## config.mk

```make
export PLATFORM = sky130hd
export DESIGN_NAME = kss_seq
export DESIGN_NICKNAME = d
export VERILOG_FILES = /design/src/rtl/assert_macros.svh /design/src/rtl/kss_pkg.sv /design/src/rtl/kss_seq.sv
export SDC_FILE = /design/constraint.sdc
export NUM_CORES = 1
export LEC_CHECK = 0
export BUFFER_PORTS_ARGS = -buffer_cell sky130_fd_sc_hd__buf_2
export CORE_MARGIN = 1.5
export CORE_UTILIZATION = 35
export DETAILED_ROUTE_END_ITERATION = 10
export HOLD_SLACK_MARGIN = 0.02
export MAX_ROUTING_LAYER = met4
export SETUP_SLACK_MARGIN = 0.1
export SLEW_MARGIN = 20
export SYNTH_ARGS = -nofsm -noshare
export SYNTH_HDL_FRONTEND = slang
export SYNTH_SLANG_ARGS = --single-unit
```

## constraint.sdc

```tcl
create_clock -name aclk -period 6.7 [get_ports aclk]
set_clock_uncertainty 0.15 [all_clocks]
set_input_delay 2.01 -clock aclk [delete_from_list [all_inputs] [get_ports aclk]]
set_output_delay 2.01 -clock aclk [all_outputs]
set_load 0.05 [all_outputs]
```

## src/rtl/assert_macros.svh

```systemverilog
// Assertion macros used by the rank selection datapath.
`ifndef ASSERT_MACROS_SVH
`define ASSERT_MACROS_SVH

`ifndef SYNTH

// Property that must hold at every clock edge outside reset.
`define KSS_ASSERT(label, prop) \
    label: assert property (@(posedge aclk) disable iff (!aresetn) (prop)) \
        else $error("kss assertion failed");

// Implication checked at every clock edge outside reset.
`define KSS_ASSERT_IMP(label, ante, cons) \
    label: assert property (@(posedge aclk) disable iff (!aresetn) (ante) |-> (cons)) \
        else $error("kss assertion failed");

`else

`define KSS_ASSERT(label, prop)
`define KSS_ASSERT_IMP(label, ante, cons)

`endif

`endif

```

## src/rtl/kss_pkg.sv

```systemverilog
// Types, constants and the microcode program of the rank selection block.
`timescale 1ns / 1ps

package kss_pkg;

    localparam int KEY_W     = 32;
    localparam int RANK_W    = 10;
    localparam int S_TDATA_W = 48;
    localparam int M_TDATA_W = 32;
    localparam int PC_W      = 4;

    // Datapath operations, one per control word.
    typedef enum logic [3:0] {
        OP_NONE,
        OP_LOAD,
        OP_SETUP,
        OP_START,
        OP_PIVOT,
        OP_CLASS,
        OP_STEP,
        OP_NARROW,
        OP_RESULT
    } op_t;

    // Key store read address selection.
    typedef enum logic [2:0] {
        RD_NONE,
        RD_HI,
        RD_I,
        RD_PART,
        RD_ABOVE,
        RD_WANT
    } rd_sel_t;

    // Key store write selection.
    typedef enum logic [2:0] {
        WR_NONE,
        WR_LOAD,
        WR_I,
        WR_PART,
        WR_HI,
        WR_ABOVE
    } wr_sel_t;

    // Jump conditions.
    typedef enum logic [2:0] {
        C_NEVER,
        C_ALWAYS,
        C_NOT_LAST,
        C_LO_GE_HI,
        C_I_GE_ABOVE,
        C_KEY_EQ,
        C_FOUND,
        C_OUT_BUSY
    } cond_t;

    typedef struct packed {
        op_t              op;
        rd_sel_t          rd;
        wr_sel_t          wr;
        cond_t            cond;
        logic [PC_W-1:0]  target;
    } ctrl_word_t;

    // Flags the datapath reports to the sequencer.
    typedef struct packed {
        logic lo_ge_hi;
        logic i_ge_above;
        logic key_eq;
        logic found;
    } kss_status_t;

    // Program step addresses.
    localparam logic [PC_W-1:0] ST_LOAD    = PC_W'(0);
    localparam logic [PC_W-1:0] ST_SETUP   = PC_W'(1);
    localparam logic [PC_W-1:0] ST_OUTER   = PC_W'(2);
    localparam logic [PC_W-1:0] ST_PIVOT   = PC_W'(3);
    localparam logic [PC_W-1:0] ST_SCAN    = PC_W'(4);
    localparam logic [PC_W-1:0] ST_CLASS   = PC_W'(5);
    localparam logic [PC_W-1:0] ST_SWAP_A  = PC_W'(6);
    localparam logic [PC_W-1:0] ST_SWAP_B  = PC_W'(7);
    localparam logic [PC_W-1:0] ST_PLACE   = PC_W'(8);
    localparam logic [PC_W-1:0] ST_PLACE_A = PC_W'(9);
    localparam logic [PC_W-1:0] ST_PLACE_B = PC_W'(10);
    localparam logic [PC_W-1:0] ST_LOOP    = PC_W'(11);
    localparam logic [PC_W-1:0] ST_FIN     = PC_W'(12);
    localparam logic [PC_W-1:0] ST_RESULT  = PC_W'(13);
    localparam logic [PC_W-1:0] ST_DONE    = PC_W'(14);

    // Microcode ROM. A step jumps to its target when its condition holds,
    // otherwise it falls through to the next step.
    function automatic ctrl_word_t ucode(input logic [PC_W-1:0] pc);
        ctrl_word_t w;
        case (pc)
            ST_LOAD:    w = '{op: OP_LOAD,   rd: RD_NONE,  wr: WR_LOAD,  cond: C_NOT_LAST,
                              target: ST_LOAD};
            ST_SETUP:   w = '{op: OP_SETUP,  rd: RD_NONE,  wr: WR_NONE,  cond: C_NEVER,
                              target: ST_LOAD};
            ST_OUTER:   w = '{op: OP_START,  rd: RD_HI,    wr: WR_NONE,  cond: C_LO_GE_HI,
                              target: ST_FIN};
            ST_PIVOT:   w = '{op: OP_PIVOT,  rd: RD_NONE,  wr: WR_NONE,  cond: C_NEVER,
                              target: ST_LOAD};
            ST_SCAN:    w = '{op: OP_NONE,   rd: RD_I,     wr: WR_NONE,  cond: C_I_GE_ABOVE,
                              target: ST_PLACE};
            ST_CLASS:   w = '{op: OP_CLASS,  rd: RD_PART,  wr: WR_NONE,  cond: C_KEY_EQ,
                              target: ST_SCAN};
            ST_SWAP_A:  w = '{op: OP_NONE,   rd: RD_NONE,  wr: WR_I,     cond: C_NEVER,
                              target: ST_LOAD};
            ST_SWAP_B:  w = '{op: OP_STEP,   rd: RD_NONE,  wr: WR_PART,  cond: C_ALWAYS,
                              target: ST_SCAN};
            ST_PLACE:   w = '{op: OP_NONE,   rd: RD_ABOVE, wr: WR_NONE,  cond: C_NEVER,
                              target: ST_LOAD};
            ST_PLACE_A: w = '{op: OP_NONE,   rd: RD_NONE,  wr: WR_HI,    cond: C_NEVER,
                              target: ST_LOAD};
            ST_PLACE_B: w = '{op: OP_NARROW, rd: RD_NONE,  wr: WR_ABOVE, cond: C_FOUND,
                              target: ST_FIN};
            ST_LOOP:    w = '{op: OP_NONE,   rd: RD_NONE,  wr: WR_NONE,  cond: C_ALWAYS,
                              target: ST_OUTER};
            ST_FIN:     w = '{op: OP_NONE,   rd: RD_WANT,  wr: WR_NONE,  cond: C_NEVER,
                              target: ST_LOAD};
            ST_RESULT:  w = '{op: OP_RESULT, rd: RD_NONE,  wr: WR_NONE,  cond: C_OUT_BUSY,
                              target: ST_RESULT};
            ST_DONE:    w = '{op: OP_NONE,   rd: RD_NONE,  wr: WR_NONE,  cond: C_ALWAYS,
                              target: ST_LOAD};
            default:    w = '{op: OP_NONE,   rd: RD_NONE,  wr: WR_NONE,  cond: C_ALWAYS,
                              target: ST_LOAD};
        endcase
        return w;
    endfunction

endpackage

```

## src/rtl/kss_seq.sv

```systemverilog
// Microcode sequencer: step counter, program ROM and jump logic.
`timescale 1ns / 1ps

module kss_seq
    import kss_pkg::*;
(
    input  logic        aclk,
    input  logic        aresetn,
    input  kss_status_t status,
    input  logic        beat_last,
    input  logic        out_busy,
    output ctrl_word_t  ctrl
);

    logic [PC_W-1:0] pc_reg;
    logic [PC_W-1:0] pc_next;
    logic            take;

    assign ctrl = ucode(pc_reg);

    // Evaluate the jump condition of the current step.
    always_comb begin
        case (ctrl.cond)
            C_NEVER:      take = 1'b0;
            C_ALWAYS:     take = 1'b1;
            C_NOT_LAST:   take = !beat_last;
            C_LO_GE_HI:   take = status.lo_ge_hi;
            C_I_GE_ABOVE: take = status.i_ge_above;
            C_KEY_EQ:     take = status.key_eq;
            C_FOUND:      take = status.found;
            C_OUT_BUSY:   take = out_busy;
            default:      take = 1'b1;
        endcase
        pc_next = take ? ctrl.target : pc_reg + PC_W'(1);
    end

    // Step counter.
    always_ff @(posedge aclk) begin
        if (!aresetn) begin
            pc_reg <= ST_LOAD;
        end else begin
            pc_reg <= pc_next;
        end
    end

endmodule

```

### Word-level counts from Yosys, hierarchy flattened

Memories as Yosys holds them, arrays and structs flattened. A register that Yosys moved wholly into a read port is not among the register bits.
Cells that the tools add are included.

| cells by class | value |
|---|---|
| equality and inequality tests | 7 |
| add/subtract/negate cells | 1 |
| reduce and logical (&&, ||, !) cells | 2 |
| multiplexer cells | 3 |

Operators with widths:

| cell | count |
|---|---|
| 3-bit == test (second input constant) | 4 |
| 4-bit two-way mux | 2 |
| 1-bit one-hot mux with 8 select lines | 1 |
| 3-bit by 2-bit == test with 1-bit output (second input constant) | 2 |
| 4-bit by 1-bit adder with 4-bit output (second input constant) | 1 |
| 3-bit by 1-bit == test with 1-bit output (second input constant) | 1 |
| 3-bit zero test | 1 |
| 1-bit zero test | 1 |

| storage, ports and cells | value |
|---|---|
| output and inout port bits | 17 |
| bits in registers | 4 |
| memories kept | 1 |
| word-level logic and storage cells | 15 |
| bits in read-only memories | 272 |

Memory list:

| name | words | bits a word | read ports | clocked after memory_dff | write ports | line | source |
|---|---|---|---|---|---|---|---|
| (no name shown) | 16 | 17 | 1 | 1 | 0 | kss_pkg.sv:94 | `case (pc)` |

### Logic depth before layout (Yosys ltp)

Gate-level depths: netlist (run 1).

| depth | value |
|---|---|
| depth in word-level cells | 4 |
| depth in mapped cells | 10 |

### Worst setup path before layout (run 1)

OpenSTA, ideal clock, no wires.

| timing path | value |
|---|---|
| kind | input to register |
| from | input port status[3] (netlist name) |
| to | register ctrl[5] (netlist name) |
| setup time | 124 ps |
| stages | 10 |
| setup slack | 2696 ps |
| buffers on the path | 0 |
| required time | 6426 ps |
| arrival time | 3730 ps |
| cell sequence | and2b_1 > o22ai_1 > a21oi_2 > nand2_1 > mux2_2 > nand2_1 > inv_1 > ha_1 > mux2i_1 > o21ai_0 |

| between the ends | value |
|---|---|
| cells in the longest elaborated chain, start to end | 3 |

RTL lines:

| element | line | source |
|---|---|---|
| from (decl) | kss_seq.sv:9 | `input kss_status_t status,` |
| 1-bit one-hot mux with 8 select lines | kss_seq.sv:23 | `case (ctrl.cond)` |
| 4-bit two-way mux | kss_seq.sv:34 | `pc_next = take ? ctrl.target : pc_reg + PC_W'(1);` |
| 4-bit two-way mux (no line) | n/a |  |

No other way between the ends.
A chain may end at the register's enable or synchronous reset.

### Final worst setup path (run 1)

| timing path | value |
|---|---|
| from | input port status[3] (netlist name) |
| to | register ctrl[4] (netlist name) |

| between the ends | value |
|---|---|
| cells in the longest elaborated chain, start to end | 3 |

RTL lines:

| element | line |
|---|---|
| 1-bit one-hot mux with 8 select lines | kss_seq.sv:23 |
| 4-bit two-way mux | kss_seq.sv:34 |
| 4-bit two-way mux (no line) | n/a |

No other way between the ends.

==> results list, run 1 <==
- The number of antenna violations at the first check in global routing was 0.
- IR analysis of the VDD net gives a maximum drop of 231 uV.
- Fill cells in the final layout number 237.
- Cell area after synthesis: 927 um2
* Pin count of the biggest net entering global routing: 20
- Area Growth Syn to Fin: 18.4%
- Clock Latency Late Sink: 0.29 ns
- Setup repair after global routing left no endpoint under its margin.
- Using the TritonRoute via totals, the vias-per-cell ratio works out to 4.84.
- Core outline area: 0.00250 mm2
- Subtracting the final worst setup slack from the clock period gives 4.15 ns.
* Routability Congestion: 0.777
- After clock tree synthesis, the repair step resized 0 gates.
- Static leakage: 0.522 nW
- Per report_power, the combinational group accounts for 58.2% of the total.
- The detail route stage leaves a number of antenna-violating nets equal to 0.
* IO Pins: 25
- Number of rows in the core area: 18
- Capturing element type of the critical path: flop
* Commonest cells after routing, fill and taps aside: buf_2, dfxtp_1, mux2i_1
- Worst hold slack across all endpoints: 0.541 ns
- Power density normalized to cell area: 547 mW/mm2
- The clock network accounts for 11.2% of the total power.
- Hold repair after CTS inserted 0 buffers.
* Chip height: 54.5 um
- Setup TNS: 0 ns
- Distinct cell type count of the synthesized netlist: 32
- The register with the most flip-flops in the layout has 16 of them.
* Yosys synthesis warning count: 0
* Final hold violations: 0
* Total die area: 0.00297 mm2
* Leftover overflow at the end of global routing: 0
* First drt pass iteration count: 6
- Once placement finished, the instance area stood at 0.00106 mm2.
* Post-CTS Setup Repair Bufs: 0
- Post-route cell area: 0.00110 mm2
- Non-filler cells in the finished layout: 145
- Count of state elements after synthesis: 20
- Share of post-route cells with drive strength above 1: 31.3%
- In this run, CTS created clock tree buffers numbering 3.
- In this run the tool buffered the top-level ports with 24 buffer cells.
- For the worst setup path, the data required time is 6.77 ns.
- The first global-routing pass estimated 2550 um of wire.
- Post-layout net count: 130
* Post-Synthesis Net Count: 104
* Number of DRC markers after the initial detailed-route iteration: 4
- Arrival time at the worst endpoint: 4.22 ns
* Vias: 702
- Post-placement cell count: 141
* Crit Path Category: in2reg
* Number of failing setup endpoints in the final timing report: 0
- A synthesized cell averages 10.3 um2.
- STA classifies the critical path startpoint as a primary input.
- Max Fanout on Critical Path: 19
- After detailed routing, the total wire length is 1680 um.
- Clock net sink count: 20
- Chip Width: 54.5 um
- In this run the power spent charging and discharging nets is 293 uW.
- CTS tree: done
- The design draws 601 uW.
- Slew at the pin closest to its max-slew limit: 0.935 ns
- The tightest min-delay check is of the reg2reg type.
* H-tree lvl count: 1
- Clock-pin slew was measured on the worst setup and hold paths at 0.11 ns.
- Overall track demand over capacity in global routing: 12.8%
- Internal power: 308 uW
- Number of global-route vias before repair: 604
- Once detailed placement completed, the half-perimeter wirelength came to 1300 um.
- In this run the tightest slew margin relative to its limit is 37.5%.
- Clock tree synthesis selected as its root buffer the cell clkbuf_4.
- Of the total power, the share spent switching nets is 48.8%.
- Wire length per cell: 11.6 um
- Clock buffer depth: 2
- The number of antenna diodes in the final layout is 0.
- Leaving out fill and tap cells, the most frequent cell in the layout is buf_2.
- DRC viols: 0
- The run finished with clean final reports.
* Sequential share of power: 30.6%
- Once the floorplan was initialized, standard cells occupied 37.1% of the core.
- Fraction of the cycle the final worst path needs: 61.9%
- The cell count after synthesis came out at 90.
- Final-report max-slew violation count: 0
- The tool flagged a number of max-cap violations equal to 0.
* Fmax: 241 MHz
- Sequential elements use 43.2% of the synthesized area.
## through the flow
| stage | setup slack [ns] | utilization [%] |
|---|---|---|
| CTS | 2.54 | 43.9 |
| floorplan | 2.70 | - |
| global route | 2.43 | 43.9 |
| detailed placement | 2.24 | 42.4 |
| global placement | 2.23 | 42.4 |
| finish | 2.55 | 43.9 |
## power by group through the flow
stage	combinational [mW]	sequential [mW]	clock [mW]
6_report	0.349	0.184	0.0674
5_1_grt	0.376	0.189	0.0755
4_1_cts	0.354	0.184	0.0705
3_5_place_dp	0.353	0.187	0
3_3_place_gp	0.351	0.186	0
2_1_floorplan	0.182	0.294	0
## synth_stat cells (all sizes together)
cell / number / area share [%]
a311oi: 1 / 2.8
xor2: 1 / 0.94
nand3b: 1 / 0.81
a21boi: 1 / 0.81
a31o: 1 / 0.94
inv: 7 / 2.8
and2b: 1 / 0.81
ha: 6 / 8.1
nand2: 5 / 2.0
mux2i: 9 / 9.7
nand2b: 3 / 2.0
buf: 3 / 2.6
and2: 1 / 0.68
nor2b: 1 / 0.68
mux2: 2 / 2.4
o21ai: 1 / 0.54
o211ai: 2 / 2.2
nor3: 1 / 0.54
dfxtp: 20 / 43
xnor2: 1 / 0.94
o2bb2ai: 3 / 2.8
a21oi: 6 / 4.0
o22ai: 2 / 1.3
a311o: 1 / 1.1
or2: 1 / 0.68
nor2: 6 / 2.4
nor4b: 1 / 0.94
nand3: 2 / 1.1
## routing by layer
layer / vias up / track usage [%] / part of all wire [%]
met4: 0 / 6.25 / 0
met3: 0 / 2.46 / 7.2
met5: - / - / 0
li1: 365 / - / -
met2: 28 / 21.7 / 48
met1: 309 / 14.4 / 45
## logic make-up after synthesis
logic type | after synthesis | share of synthesized area, %
and+or+nand+nor | 23 | 12.7
DFF | 20 | 43.2
AOI/OAI and AO/OA | 18 | 16.6
muxes | 11 | 12.1
buffers and inverters | 10 | 5.40
adders and majority gates | 6 | 8.10
xor gates and xnor gates | 2 | 1.89
## path summary, 6_finish.rpt
kind / cells after the start / from / slack, ns / endpoint
hold / removal: 2 / ctrl[3] / 0.54 / pc_reg[3]
setup / recovery: 8 / status[3] / 2.55 / ctrl[4]
setup reg to reg: 7 / ctrl[5] / 3.98 / ctrl[4]
hold reg to reg: 2 / ctrl[3] / 0.54 / pc_reg[3]
## cell type report
| type | count | area [um2] | share of cell area [%] |
|---|---|---|---|
| Clock buffer | 4 | 36.3 | 3.31 |
| Inverter | 7 | 26.3 | 2.39 |
| Timing Repair Buffer | 24 | 120 | 10.9 |
| Multi-Input combinational cell | 60 | 477 | 43.4 |
| Sequential cell | 20 | 400 | 36.5 |
| Tap cell | 30 | 37.5 | 3.42 |
## critical path, stage by stage
cell and delay [ns]:
buf_2 0.09, and2b_1 0.17, o22ai_1 0.08, a21oi_2 0.35
a21oi_2 0.12, a311oi_4 0.81, mux2_2 0.42, mux2i_1 0.15
(Power assumes the default switching activity.)
==> inputs of run 2 (changes only) <==
==> constraint.sdc (replaced) <==
create_clock -name aclk -period 4.25 [get_ports aclk]
set_clock_uncertainty 0.15 [all_clocks]
set_input_delay 1.275 -clock aclk [delete_from_list [all_inputs] [get_ports aclk]]
set_output_delay 1.275 -clock aclk [all_outputs]
set_load 0.05 [all_outputs]
==> run 2 against run 1 <==
  * Critical path depth up 1
  * Combinational power up 61%
  * Die area unchanged
  * Register-to-register slack worse by 2.4 ns
  * Cell count up 1.4%
  * Global-route usage up 0.38 points
  * Cell area up 1.4%
  * Flip-flop and latch count unchanged
  * Largest cell class unchanged
  * Largest power group unchanged
==> results list, run 2 (synthesis gave the netlist of run 1 again) <==
* Worst hold slack across all endpoints: 0.520 ns (-0.0212 ns)
- Setup TNS: 0 ns (unchanged)
- Library cell used as clock root buffer: clkbuf_4
- IO Pins: 25 (unchanged)
- Placed Instance Area: 0.00108 mm2 (+1.4%)
- Leftover overflow at the end of global routing: 0 (unchanged)
* Fmax: 303 MHz
- STA classifies the critical path endpoint as a flop.
- The largest individual stage delay along the critical path comes from the cell a311oi_4.
- Total die area: 0.00297 mm2 (unchanged)
* Clk slew on worst S/H paths: 0.11 ns (about the same)
* Core outline area: 0.00250 mm2 (unchanged)
- Chip height: 54.5 um (unchanged)
- Share of post-route cells with drive strength above 1: 32.5% (+1.2 points)
* Final wirelength: 1710 um (+1.8%)
- The worst setup path is launched from a primary input.
- DRC viols: 0 (unchanged)
- The summed area of non-filler cells in the final layout is 0.00111 mm2 (+1.4%).
* Hold path cells: 2 (unchanged)
- The maximum number of buffers from clock root to sink came to 2 (unchanged).
- End point of the most critical hold path: pc_reg[3]
- The cell leakage power came to 0.532 nW (+2.0%).
- Metal1 wirelength: 809 um (+7.3%)
- In the layout the commonest cells are buf_2, dfxtp_1, mux2i_1.
* Final critical-path required period: 3.30 ns
* Post-layout net count: 132 (+1.5%)
* Internal power: 494 uW (+60%)
* Reg2reg start: ctrl[5]
- Number of rows in the core area: 18 (unchanged)
- The cell count of the worst reg-to-reg path is 8 (+1).
* Number of failing setup endpoints in the final timing report: 0 (unchanged)
- The library cell used most frequently in the layout, excluding fill and tap cells, is buf_2.
- The final hold violation count came to 0 (unchanged).
- First drt pass iteration count: 4 (-2)
- Clk pwr share: 11.3% (about the same)
- Final HPWL DP: 1310 um (+0.74%)
- The endpoint arrival time on the critical path is 3.34 ns (-0.88 ns).
* Initial antenna violation count: 0 (unchanged)
* DR WL met2: 784 um (-2.0%)
- Relative contribution of combinational cells to total power: 58.5% (+0.3 points)
- Fraction of power spent switching nets: 48.7% (-0.13 points)
- Number of hold buffers added after cts: 0 (unchanged)
- The signal on the critical path passes through buf_2, and2b_1, o22ai_1, a21oi_2, a21oi_2, a311oi_4, buf_4, mux2i_1, mux2i_1.
- Overall track demand over capacity in global routing: 13.2% (+0.38 points)
- The via count of the first global-routing pass was 658 (+8.9%).
- Switching power: 468 uW (+60%)
- TritonCTS buffer count: 3 (unchanged)
- The critical-path maximum fanout came to 15 (-4).
- Chip Width: 54.5 um (unchanged)
- CTS tree: done
- Diode insertion count for antenna repair: 0 (unchanged)
- WP data required: 4.29 ns (-2.48 ns)
* Wire length per cell: 11.6 um (+0.46%)
- Power density normalized to cell area: 864 mW/mm2 (+58%)
- Uppermost layer routed: met4
- Area Growth Syn to Fin: 20.0%
- Max FFs per register: 16 (unchanged)
- The placed cell count came to 143 (+1.4%).
* Class of the most critical hold timing path: reg2reg
- The number of buffers inserted by port buffering is 24 (unchanged).
- Routability Congestion: 0.760 (-2.1%)
- The largest voltage drop on the vdd net is 334 uV (+45%).
- The initial core utilization is 37.1% (unchanged).
- Clock net sink count: 20 (unchanged)
* Setup repair after global routing missed its margin: no
* HP Start: ctrl[3]
- The number of max-capacitance violations reported came to 0 (unchanged).
- The wire length of the first global-routing pass came to 2700 um (+6.2%).
* Number of DRC markers after the initial detailed-route iteration: 14 (+10)
* Pin count of the biggest net entering global routing: 16 (-20%)
* Crit Path Category: in2reg
* Routed wire length on met3: 89 um (-26%)
- The ratio of routed vias to standard cells came to 4.88 (+0.75%).
- Worst-case register-to-register setup slack: 1.63 ns (-2.35 ns)
* Gates resized, CTS repair: 0 (unchanged)
* Non-filler cells in the finished layout: 147 (+1.4%)
* Post-CTS Setup Repair Bufs: 0 (unchanged)
- End of the worst register-to-register path: ctrl[4]
- The number of H-tree levels came to 1 (unchanged).
- Final-report max-slew violation count: 0 (unchanged)
- The total vias in the final route is 717 (+2.1%).
- Fraction of the cycle the final worst path needs: 77.5%
* Clock Latency Late Sink: 0.30 ns (about the same)
- The transition time at the pin with the least slew margin came to 0.710 ns (-0.225 ns).
- Design Power: 962 uW (+60%)
* Sequential share of power: 30.2% (-0.4 points)
* Run status: completed
* Max-slew headroom at the worst pin: 52.7% (+15 points)
- The remaining number of nets flagged by the antenna check after routing is 0 (unchanged).
* Delay of the slowest critical-path stage: 0.67 ns (-0.14 ns)
[run 2: cell count changes in the layout (fill, tap and decap cells not counted), sizes merged]
cell / previous run / this run
buf: 24 / 26
[run 2: critical path, delay by kind of cell]
family / cells / cell delay, ns
AO/OA/AOI/OAI: 4 / 1.26
buffers and inverters: 2 / 0.36
multiplexers: 2 / 0.27
AND/OR/NAND/NOR: 1 / 0.18
[run 2: worst max path at each step]
stage | to | start | slack [ns]
2_1_floorplan | ctrl[5] | status[3] | 0.98
3_3_place_gp | ctrl[4] | status[3] | 0.64
3_5_place_dp | ctrl[4] | status[3] | 0.63
4_1_cts | ctrl[4] | status[3] | 0.96
5_1_grt | ctrl[4] | status[3] | 0.83
6_report | ctrl[4] | status[3] | 0.95
[run 2: per-stage QoR]
step           util [%]  setup slack [ns]
3_3_place_gp       43.0             0.645
5_1_grt            44.5             0.834
6_report           44.5             0.954
4_1_cts            44.5             0.965
3_5_place_dp       43.0             0.625
2_1_floorplan         -             0.981
[run 2: final cells by class]
| type | count | area, um2 |
|---|---|---|
| well taps | 30 | 37.5 |
| inverters | 7 | 26.3 |
| clock buffers | 4 | 36.3 |
| flip-flops and latches | 20 | 400 |
| multi-input cells | 60 | 477 |
| fillers | 261 | 1390 |
| repair buffers | 26 | 135 |
[run 2: routing by layer]
metal	vias up	global-route usage [%]
li1	365	-
met3	4	2.46
met5	-	-
met4	0	5.42
met1	323	14.5
met2	25	23.3
[run 2: power by group through the flow]
stage | clock, mW | combinational, mW | sequential (mW)
after floorplan | 0 | 0.287 | 0.464
after global placement | 0 | 0.566 | 0.293
after detailed placement | 0 | 0.565 | 0.295
after CTS | 0.115 | 0.567 | 0.292
after global routing | 0.120 | 0.609 | 0.301
final | 0.109 | 0.562 | 0.291
